### src/rtl/fcst_pkg.sv
package fcst_pkg;

    localparam int MAX_ENTRIES = 64;
    localparam int VALUE_WIDTH = 32;
    localparam int IDX_W       = $clog2(MAX_ENTRIES);
    localparam int CNT_W       = 7;
    localparam int CAP_W       = 7;
    localparam int RANK_W      = 6;
    localparam int OP_W        = 2;
    localparam int STATUS_W    = 3;

    localparam logic [CAP_W-1:0] CAP_RESET = CAP_W'(MAX_ENTRIES);

    localparam logic [OP_W-1:0] OP_INSERT   = 2'd0;
    localparam logic [OP_W-1:0] OP_ERASE    = 2'd1;
    localparam logic [OP_W-1:0] OP_CONTAINS = 2'd2;
    localparam logic [OP_W-1:0] OP_GET      = 2'd3;

    localparam logic [STATUS_W-1:0] ST_DONE      = 3'd0;
    localparam logic [STATUS_W-1:0] ST_FULL      = 3'd1;
    localparam logic [STATUS_W-1:0] ST_DUP       = 3'd2;
    localparam logic [STATUS_W-1:0] ST_NOT_FOUND = 3'd3;
    localparam logic [STATUS_W-1:0] ST_RANK      = 3'd4;

    typedef logic [VALUE_WIDTH-1:0] value_t;
    typedef logic [IDX_W-1:0]       idx_t;
    typedef logic [CNT_W-1:0]       cnt_t;

endpackage

### src/rtl/fcst_ram.sv
module fcst_ram
#(
    parameter int DEPTH = 64,
    parameter int WIDTH = 32,
    parameter int AW    = $clog2(DEPTH)
)
(
    input  logic             clk,
    input  logic             we,
    input  logic [AW-1:0]    waddr,
    input  logic [WIDTH-1:0] wdata,
    input  logic             re,
    input  logic [AW-1:0]    raddr,
    output logic [WIDTH-1:0] rdata
);

    logic [WIDTH-1:0] mem_reg [DEPTH];
    logic [WIDTH-1:0] rdata_reg;

    always_ff @(posedge clk)
    begin
        if (we)
        begin
            mem_reg[waddr] <= wdata;
        end
    end

    // registered read port
    always_ff @(posedge clk)
    begin
        if (re)
        begin
            rdata_reg <= mem_reg[raddr];
        end
    end

    assign rdata = rdata_reg;

endmodule

### src/rtl/fixed_capacity_set_table_top.sv
// Fixed-capacity set table: up to 64 slots of 32-bit values, each with a valid bit, of which
// only the first "capacity" slots are used (a capacity write also empties the table). Every
// request (insert, erase, contains, get by rank) returns one result with ok, status, the
// value for a get, the entry count and an empty flag. One request is handled at a time: a
// request is transferred in, then every used slot is read in turn through the single read
// port of the value memory, one slot per cycle, and compared once its registered read data
// returns; after the last compare the scan ends and the result is committed to the output
// register. Valid bits live in flip-flops and are cleared by reset at once, so there is no
// clearing pass. The result sits in an output register, so the next request is taken while
// an earlier result still waits for its transfer.
module fixed_capacity_set_table_top
    import fcst_pkg::*;
(
    input  logic                   clk,
    input  logic                   rst_n,
    // configuration
    input  logic                   capacity_wr_en,
    input  logic [CAP_W-1:0]       capacity,
    // request channel
    input  logic                   in_valid,
    output logic                   in_stall,
    input  logic [OP_W-1:0]        opcode,
    input  logic [VALUE_WIDTH-1:0] item_value,
    input  logic [RANK_W-1:0]      slot_rank,
    // result channel
    output logic                   out_valid,
    input  logic                   out_stall,
    output logic                   ok,
    output logic [STATUS_W-1:0]    status,
    output logic [VALUE_WIDTH-1:0] found_value,
    output logic [CNT_W-1:0]       item_count,
    output logic                   is_empty
);

    localparam logic [1:0] S_IDLE = 2'd0;
    localparam logic [1:0] S_SCAN = 2'd1;
    localparam logic [1:0] S_DONE = 2'd2;

    // control state
    logic [1:0]             state_reg, state_next;
    logic [CAP_W-1:0]       cap_reg;
    logic [MAX_ENTRIES-1:0] valid_reg, valid_next;
    cnt_t                   count_reg, count_next;
    cnt_t                   issue_cnt_reg, issue_cnt_next;
    logic                   cmp_act_reg, cmp_act_next;
    logic                   out_valid_reg, out_valid_next;

    // scan trackers
    logic                   hit_reg, hit_next;
    idx_t                   hit_idx_reg, hit_idx_next;
    logic                   free_reg, free_next;
    idx_t                   free_idx_reg, free_idx_next;
    logic                   got_reg, got_next;
    value_t                 got_value_reg, got_value_next;
    cnt_t                   seen_reg, seen_next;
    idx_t                   cmp_idx_reg, cmp_idx_next;

    // latched request
    logic [OP_W-1:0]        op_reg;
    value_t                 val_reg;
    logic [RANK_W-1:0]      rank_reg;

    // result register
    logic                   ok_reg, ok_next;
    logic [STATUS_W-1:0]    status_reg, status_next;
    value_t                 found_reg, found_next;
    cnt_t                   cnt_out_reg;
    logic                   empty_reg;

    logic                   in_xfer;
    logic                   commit;
    cnt_t                   slots;
    logic [MAX_ENTRIES-1:0] in_use_mask;
    logic                   ram_we, ram_re;
    idx_t                   ram_raddr;
    value_t                 ram_rdata;
    logic                   cmp_valid;

    // slots in use: capacity saturated at the table size
    assign slots = (cap_reg > CAP_W'(MAX_ENTRIES)) ? CNT_W'(MAX_ENTRIES) : CNT_W'(cap_reg);

    always_comb
    begin
        for (int i = 0; i < MAX_ENTRIES; i++)
        begin
            in_use_mask[i] = (CNT_W'(i) < slots);
        end
    end

    assign in_stall = (state_reg != S_IDLE);
    assign in_xfer  = in_valid && !in_stall;
    // result may be loaded when the output register is empty or draining this cycle
    assign commit   = (state_reg == S_DONE) && (!out_valid_reg || !out_stall);

    assign ram_re    = (state_reg == S_SCAN) && (issue_cnt_reg < slots);
    assign ram_raddr = issue_cnt_reg[IDX_W-1:0];
    assign cmp_valid = valid_reg[cmp_idx_reg];

    fcst_ram #(
        .DEPTH (MAX_ENTRIES),
        .WIDTH (VALUE_WIDTH)
    ) u_values (
        .clk   (clk),
        .we    (ram_we),
        .waddr (free_idx_reg),
        .wdata (val_reg),
        .re    (ram_re),
        .raddr (ram_raddr),
        .rdata (ram_rdata)
    );

    always_comb
    begin
        state_next     = state_reg;
        valid_next     = valid_reg;
        count_next     = count_reg;
        issue_cnt_next = issue_cnt_reg;
        cmp_act_next   = 1'b0;
        cmp_idx_next   = cmp_idx_reg;
        hit_next       = hit_reg;
        hit_idx_next   = hit_idx_reg;
        free_next      = free_reg;
        free_idx_next  = free_idx_reg;
        got_next       = got_reg;
        got_value_next = got_value_reg;
        seen_next      = seen_reg;
        ok_next        = 1'b0;
        status_next    = ST_DONE;
        found_next     = '0;
        ram_we         = 1'b0;
        out_valid_next = out_valid_reg && out_stall;

        case (state_reg)
            S_IDLE:
            begin
                if (in_xfer)
                begin
                    state_next     = S_SCAN;
                    issue_cnt_next = '0;
                    hit_next       = 1'b0;
                    free_next      = 1'b0;
                    got_next       = 1'b0;
                    seen_next      = '0;
                end
            end
            S_SCAN:
            begin
                // issue side: one slot read per cycle
                if (ram_re)
                begin
                    issue_cnt_next = issue_cnt_reg + 1'b1;
                    cmp_act_next   = 1'b1;
                    cmp_idx_next   = ram_raddr;
                end
                // compare side: memory data of the slot read last cycle
                if (cmp_act_reg)
                begin
                    if (cmp_valid)
                    begin
                        if (!hit_reg && ram_rdata == val_reg)
                        begin
                            hit_next     = 1'b1;
                            hit_idx_next = cmp_idx_reg;
                        end
                        if (!got_reg && seen_reg == CNT_W'(rank_reg))
                        begin
                            got_next       = 1'b1;
                            got_value_next = ram_rdata;
                        end
                        seen_next = seen_reg + 1'b1;
                    end
                    else if (!free_reg)
                    begin
                        free_next     = 1'b1;
                        free_idx_next = cmp_idx_reg;
                    end
                end
                if (!ram_re && !cmp_act_reg)
                begin
                    state_next = S_DONE;
                end
            end
            S_DONE:
            begin
                if (commit)
                begin
                    state_next     = S_IDLE;
                    out_valid_next = 1'b1;
                    case (op_reg)
                        OP_INSERT:
                        begin
                            // full wins over duplicate
                            if (count_reg >= slots || !free_reg)
                            begin
                                status_next = ST_FULL;
                            end
                            else if (hit_reg)
                            begin
                                status_next = ST_DUP;
                            end
                            else
                            begin
                                ok_next                  = 1'b1;
                                ram_we                   = 1'b1;
                                valid_next[free_idx_reg] = 1'b1;
                                count_next               = count_reg + 1'b1;
                            end
                        end
                        OP_ERASE:
                        begin
                            if (hit_reg)
                            begin
                                ok_next                 = 1'b1;
                                valid_next[hit_idx_reg] = 1'b0;
                                count_next              = count_reg - 1'b1;
                            end
                            else
                            begin
                                status_next = ST_NOT_FOUND;
                            end
                        end
                        OP_CONTAINS:
                        begin
                            ok_next     = hit_reg;
                            status_next = hit_reg ? ST_DONE : ST_NOT_FOUND;
                        end
                        default:
                        begin
                            if (CNT_W'(rank_reg) >= count_reg)
                            begin
                                status_next = ST_RANK;
                            end
                            else if (got_reg)
                            begin
                                ok_next    = 1'b1;
                                found_next = got_value_reg;
                            end
                        end
                    endcase
                end
            end
            default:
            begin
                state_next = S_IDLE;
            end
        endcase

        // a capacity write starts a new, empty table
        if (capacity_wr_en)
        begin
            valid_next = '0;
            count_next = '0;
        end
    end

    always_ff @(posedge clk or negedge rst_n)
    begin
        if (!rst_n)
        begin
            state_reg     <= S_IDLE;
            cap_reg       <= CAP_RESET;
            valid_reg     <= '0;
            count_reg     <= '0;
            issue_cnt_reg <= '0;
            cmp_act_reg   <= 1'b0;
            out_valid_reg <= 1'b0;
            hit_reg       <= 1'b0;
            free_reg      <= 1'b0;
            got_reg       <= 1'b0;
            seen_reg      <= '0;
        end
        else
        begin
            state_reg     <= state_next;
            valid_reg     <= valid_next;
            count_reg     <= count_next;
            issue_cnt_reg <= issue_cnt_next;
            cmp_act_reg   <= cmp_act_next;
            out_valid_reg <= out_valid_next;
            hit_reg       <= hit_next;
            free_reg      <= free_next;
            got_reg       <= got_next;
            seen_reg      <= seen_next;
            if (capacity_wr_en)
            begin
                cap_reg <= capacity;
            end
        end
    end

    // payload registers
    always_ff @(posedge clk)
    begin
        cmp_idx_reg   <= cmp_idx_next;
        hit_idx_reg   <= hit_idx_next;
        free_idx_reg  <= free_idx_next;
        got_value_reg <= got_value_next;
        if (in_xfer)
        begin
            op_reg   <= opcode;
            val_reg  <= item_value;
            rank_reg <= slot_rank;
        end
        if (commit)
        begin
            ok_reg      <= ok_next;
            status_reg  <= status_next;
            found_reg   <= found_next;
            cnt_out_reg <= count_next;
            empty_reg   <= (count_next == '0);
        end
    end

    assign out_valid   = out_valid_reg;
    assign ok          = ok_reg;
    assign status      = status_reg;
    assign found_value = found_reg;
    assign item_count  = cnt_out_reg;
    assign is_empty    = empty_reg;

`ifndef SYNTHESIS
    // running count tracks the valid bits
    a_count_matches: assert property (@(posedge clk) disable iff (!rst_n)
        count_reg == CNT_W'($countones(valid_reg)))
        else $error("entry count differs from valid bits");

    // no entry is ever valid outside the slots in use
    a_valid_in_use: assert property (@(posedge clk) disable iff (!rst_n)
        (valid_reg & ~in_use_mask) == '0)
        else $error("valid entry beyond capacity");

    // an insert only writes a free slot
    a_insert_free: assert property (@(posedge clk) disable iff (!rst_n)
        ram_we |-> !valid_reg[free_idx_reg])
        else $error("insert overwrites a valid slot");

    // compare stage only runs inside a scan
    a_cmp_in_scan: assert property (@(posedge clk) disable iff (!rst_n)
        cmp_act_reg |-> (state_reg == S_SCAN))
        else $error("compare stage active outside scan");

    // scan never reads past the slots in use
    a_issue_bound: assert property (@(posedge clk) disable iff (!rst_n)
        (state_reg == S_SCAN) |-> (issue_cnt_reg <= slots))
        else $error("scan index beyond capacity");
`endif

endmodule
### config.mk
export PLATFORM = sky130hd
export DESIGN_NAME = fixed_capacity_set_table_top
export DESIGN_NICKNAME = d
export VERILOG_FILES = /design/src/rtl/fcst_pkg.sv /design/src/rtl/fcst_ram.sv /design/src/rtl/fixed_capacity_set_table_top.sv
export SDC_FILE = /design/constraint.sdc
export NUM_CORES = 2
export LEC_CHECK = 0
export BUFFER_PORTS_ARGS = -buffer_cell sky130_fd_sc_hd__buf_2
export CAP_MARGIN = 30
export CORE_ASPECT_RATIO = 2
export CORE_MARGIN = 1.5
export CORE_UTILIZATION = 35
export DETAILED_ROUTE_END_ITERATION = 8
export PLACE_DENSITY = 0.59
export RECOVER_POWER = 50
export SETUP_SLACK_MARGIN = 0.3
export SYNTH_ARGS = -nofsm -noshare
export SYNTH_HDL_FRONTEND = slang
export SYNTH_HIERARCHICAL = 1
export SYNTH_SLANG_ARGS = --single-unit
export TNS_END_PERCENT = 100
### constraint.sdc
create_clock -name clk -period 5.15 [get_ports clk]
set_input_delay 1.03 -clock clk [delete_from_list [all_inputs] [get_ports clk]]
set_output_delay 1.03 -clock clk [all_outputs]
set_load 0.005 [all_outputs]
==> qor.csv <==
metric;value;unit
ios;98;
cts_setup_buffers;0;
cts_buffers;194;
cts_root_buf;clkbuf_16;
synthTopCellsByArea;edfxtp_1, mux4_2, dfrtp_1;
synth.distinct_cells;79;
synthCells;4430;
syn2layout_area_growth;13.2;%
overflow;0;
clockBufferDepth;4;
fin_nets;4775;
fin_skew;53.2;ps
end_kind;flop;
dr.pass1.iters;5;
drcViolationCount;0;
grt_util_met3;0.0197;
fmax;0.207;GHz
finalSetupViolCount;0;
grt_max_degree;129;
wl_per_cell;31.5;µm
ys_seq_elements;2313;
port_buffers;97;
cts_resized;0;
dr.first_iter.drc_count;4562;
wl;257000;µm
grt_pass1_wl;357000;µm
ir_worst_vdd;0.353;mV
die_w;362;µm
largest_reg_flops;2048;
grt_pass1_vias;46800;
cap_violations;45;
core_area;0.257;mm²
fin_util;0.399;
met1_usage;0.198;
cts.clk_slew.worst_paths;70;ps
vias;45600;
syn-cell-area;0.0905;mm²
synth-async-reset-ratio;0.0428;
viasPerCell;5.59;
arrival;5390;ps
row_count;263;
clk_latency;860;ps
hpwl;173000;µm
routabilityCongestion;0.898;
synth-main-ff-cell;edfxtp_1;
violations;max-capacitance violations, max-slew violations;
die_y;722;µm
synth_edf_count;2214;
htree_levels;4;
leakage;0.0325;µW
syn_nets;4508;
path_max_fanout;35;
worstSetupPathType;flop to flop;
power_per_cell_area;500;mW/mm²
yosysMostFrequentCell;edfxtp_1;
final_max_slew_viol_count;2136;
avgSynthCellArea;20.4;µm²
period_minus_slack;4840;ps
crit_start;issue_cnt_reg[2];
tightestPinTransition;3790;ps
min_path_type;input port to flop;
yosysWarnings;6;
ys_seq_area_frac;0.762;
status;finished with violations;
period_share;0.939;
hold_viol_final;0;
dieArea;0.262;mm²
cp.required;5700;ps
cts_tree;yes;
met2_usage;0.371;
top_usage_layer;met2;
antenna_found_initial;4;
slew_headroom;-1.53;
cp-start-kind;flop;
rr_startpoint;issue_cnt_reg[2];
fin_tns_setup;0;ps
rsz0062_at_grt;no;
hold_buffers;0;
clock_sinks;2313;
drive_above_1_share;0.228;
ant_nets;0;
min-delay-start;slot_rank[1];
start_util;0.352;
synth_common_cells;edfxtp_1, mux4_2, mux2i_1;
synth_top_area_frac;0.735;
grt.total_usage;0.193;
yosysTopAreaCell;edfxtp_1;
-- worst paths after layout --
path                                           to  slack [ps]  cells after the start
max in group asynchronous           valid_reg[35]        2100                      4
worst min register to register     hit_idx_reg[2]         470                      0
worst min-delay path                  rank_reg[1]         350                      1
worst max-delay path            u_values/rdata[5]         310                      6
min in group asynchronous              cap_reg[5]         610                      2
worst max register to register  u_values/rdata[5]         310                      6
-- per-layer routing --
layer	part of all wire	wire length [µm]
met4	0.074	19000
met5	0	0
met2	0.55	142000
met1	0.33	84100
met3	0.044	11200
-- worst max-delay path, stage by stage (launching register included) --
cell and delay [ps]:
dfrtp_1 2120, nor2b_4 600, buf_4 440, a22oi_1 730, nand3_1 140, nand2_1 250
a21oi_1 190
-- cell families after synthesis --
| group | count (synthesis) | synth area share |
|---|---|---|
| AOI/OAI and AO/OA | 565 | 0.0445 |
| DFF | 2313 | 0.762 |
| buffers and inverters | 288 | 0.0178 |
| xor gates and xnor gates | 45 | 0.00436 |
| and+or+nand+nor | 527 | 0.0302 |
| muxes | 666 | 0.137 |
| adders and majority gates | 26 | 0.00360 |
-- power by group --
part / total, µW / switching, µW / internal (µW)
Combinational: 14300 / 8740 / 5600
Sequential: 21900 / 805 / 21100
Clock: 14900 / 6760 / 8180
Total: 51200 / 16300 / 34900
-- area by class of cell --
type | instances | area [µm²]
inverters | 28 | 105
flip-flops and latches | 2313 | 69000
well taps | 3312 | 4140
clock buffers | 228 | 5090
repair buffers | 331 | 2520
diodes | 2 | 5.00
clock inverters | 117 | 1150
fillers | 22700 | 154000
multi-input cells | 1829 | 20400
-- placed cells by master (no fill, tap or decap), types with 13 or more instances in the layout --
cell type / instances
a31oi_1: 29
bufinv_16: 22
inv_1: 28
clkinv_1: 33
edfxtp_1: 2214
buf_4: 141
nand2_1: 73
clkinv_2: 44
o211ai_1: 13
mux2i_1: 195
o221ai_1: 16
nor2_1: 60
nor2b_1: 20
dfrtp_1: 97
nor4_1: 57
ha_1: 26
nand2b_1: 21
nor2_4: 66
a21oi_1: 104
nand3_1: 60
mux2_2: 13
buf_2: 67
o21ai_0: 42
clkbuf_16: 199
a22oi_1: 129
mux4_2: 458
xor2_1: 32
a211oi_1: 22
or2_2: 13
buf_12: 36
and2_1: 39
nor3_1: 46
clkbuf_1: 107
o22a_1: 76
o22ai_1: 49
xnor2_1: 13
-- stage by stage --
stage | cell area, µm² | std cells | total power, µW | hold slack [ps] | setup slack (ps)
4_1_cts | 103000 | 8154 | 51500 | 296 | 690
2_1_floorplan | 90500 | 4430 | 31000 | 439 | 589
5_1_grt | 102000 | 8160 | 52600 | 345 | 282
3_3_place_gp | 96300 | 7805 | 36600 | 468 | 649
6_report | 102000 | 8160 | 51200 | 351 | 315
3_5_place_dp | 96400 | 7809 | 36600 | 475 | 701
Power figures use the tool's default switching activity.
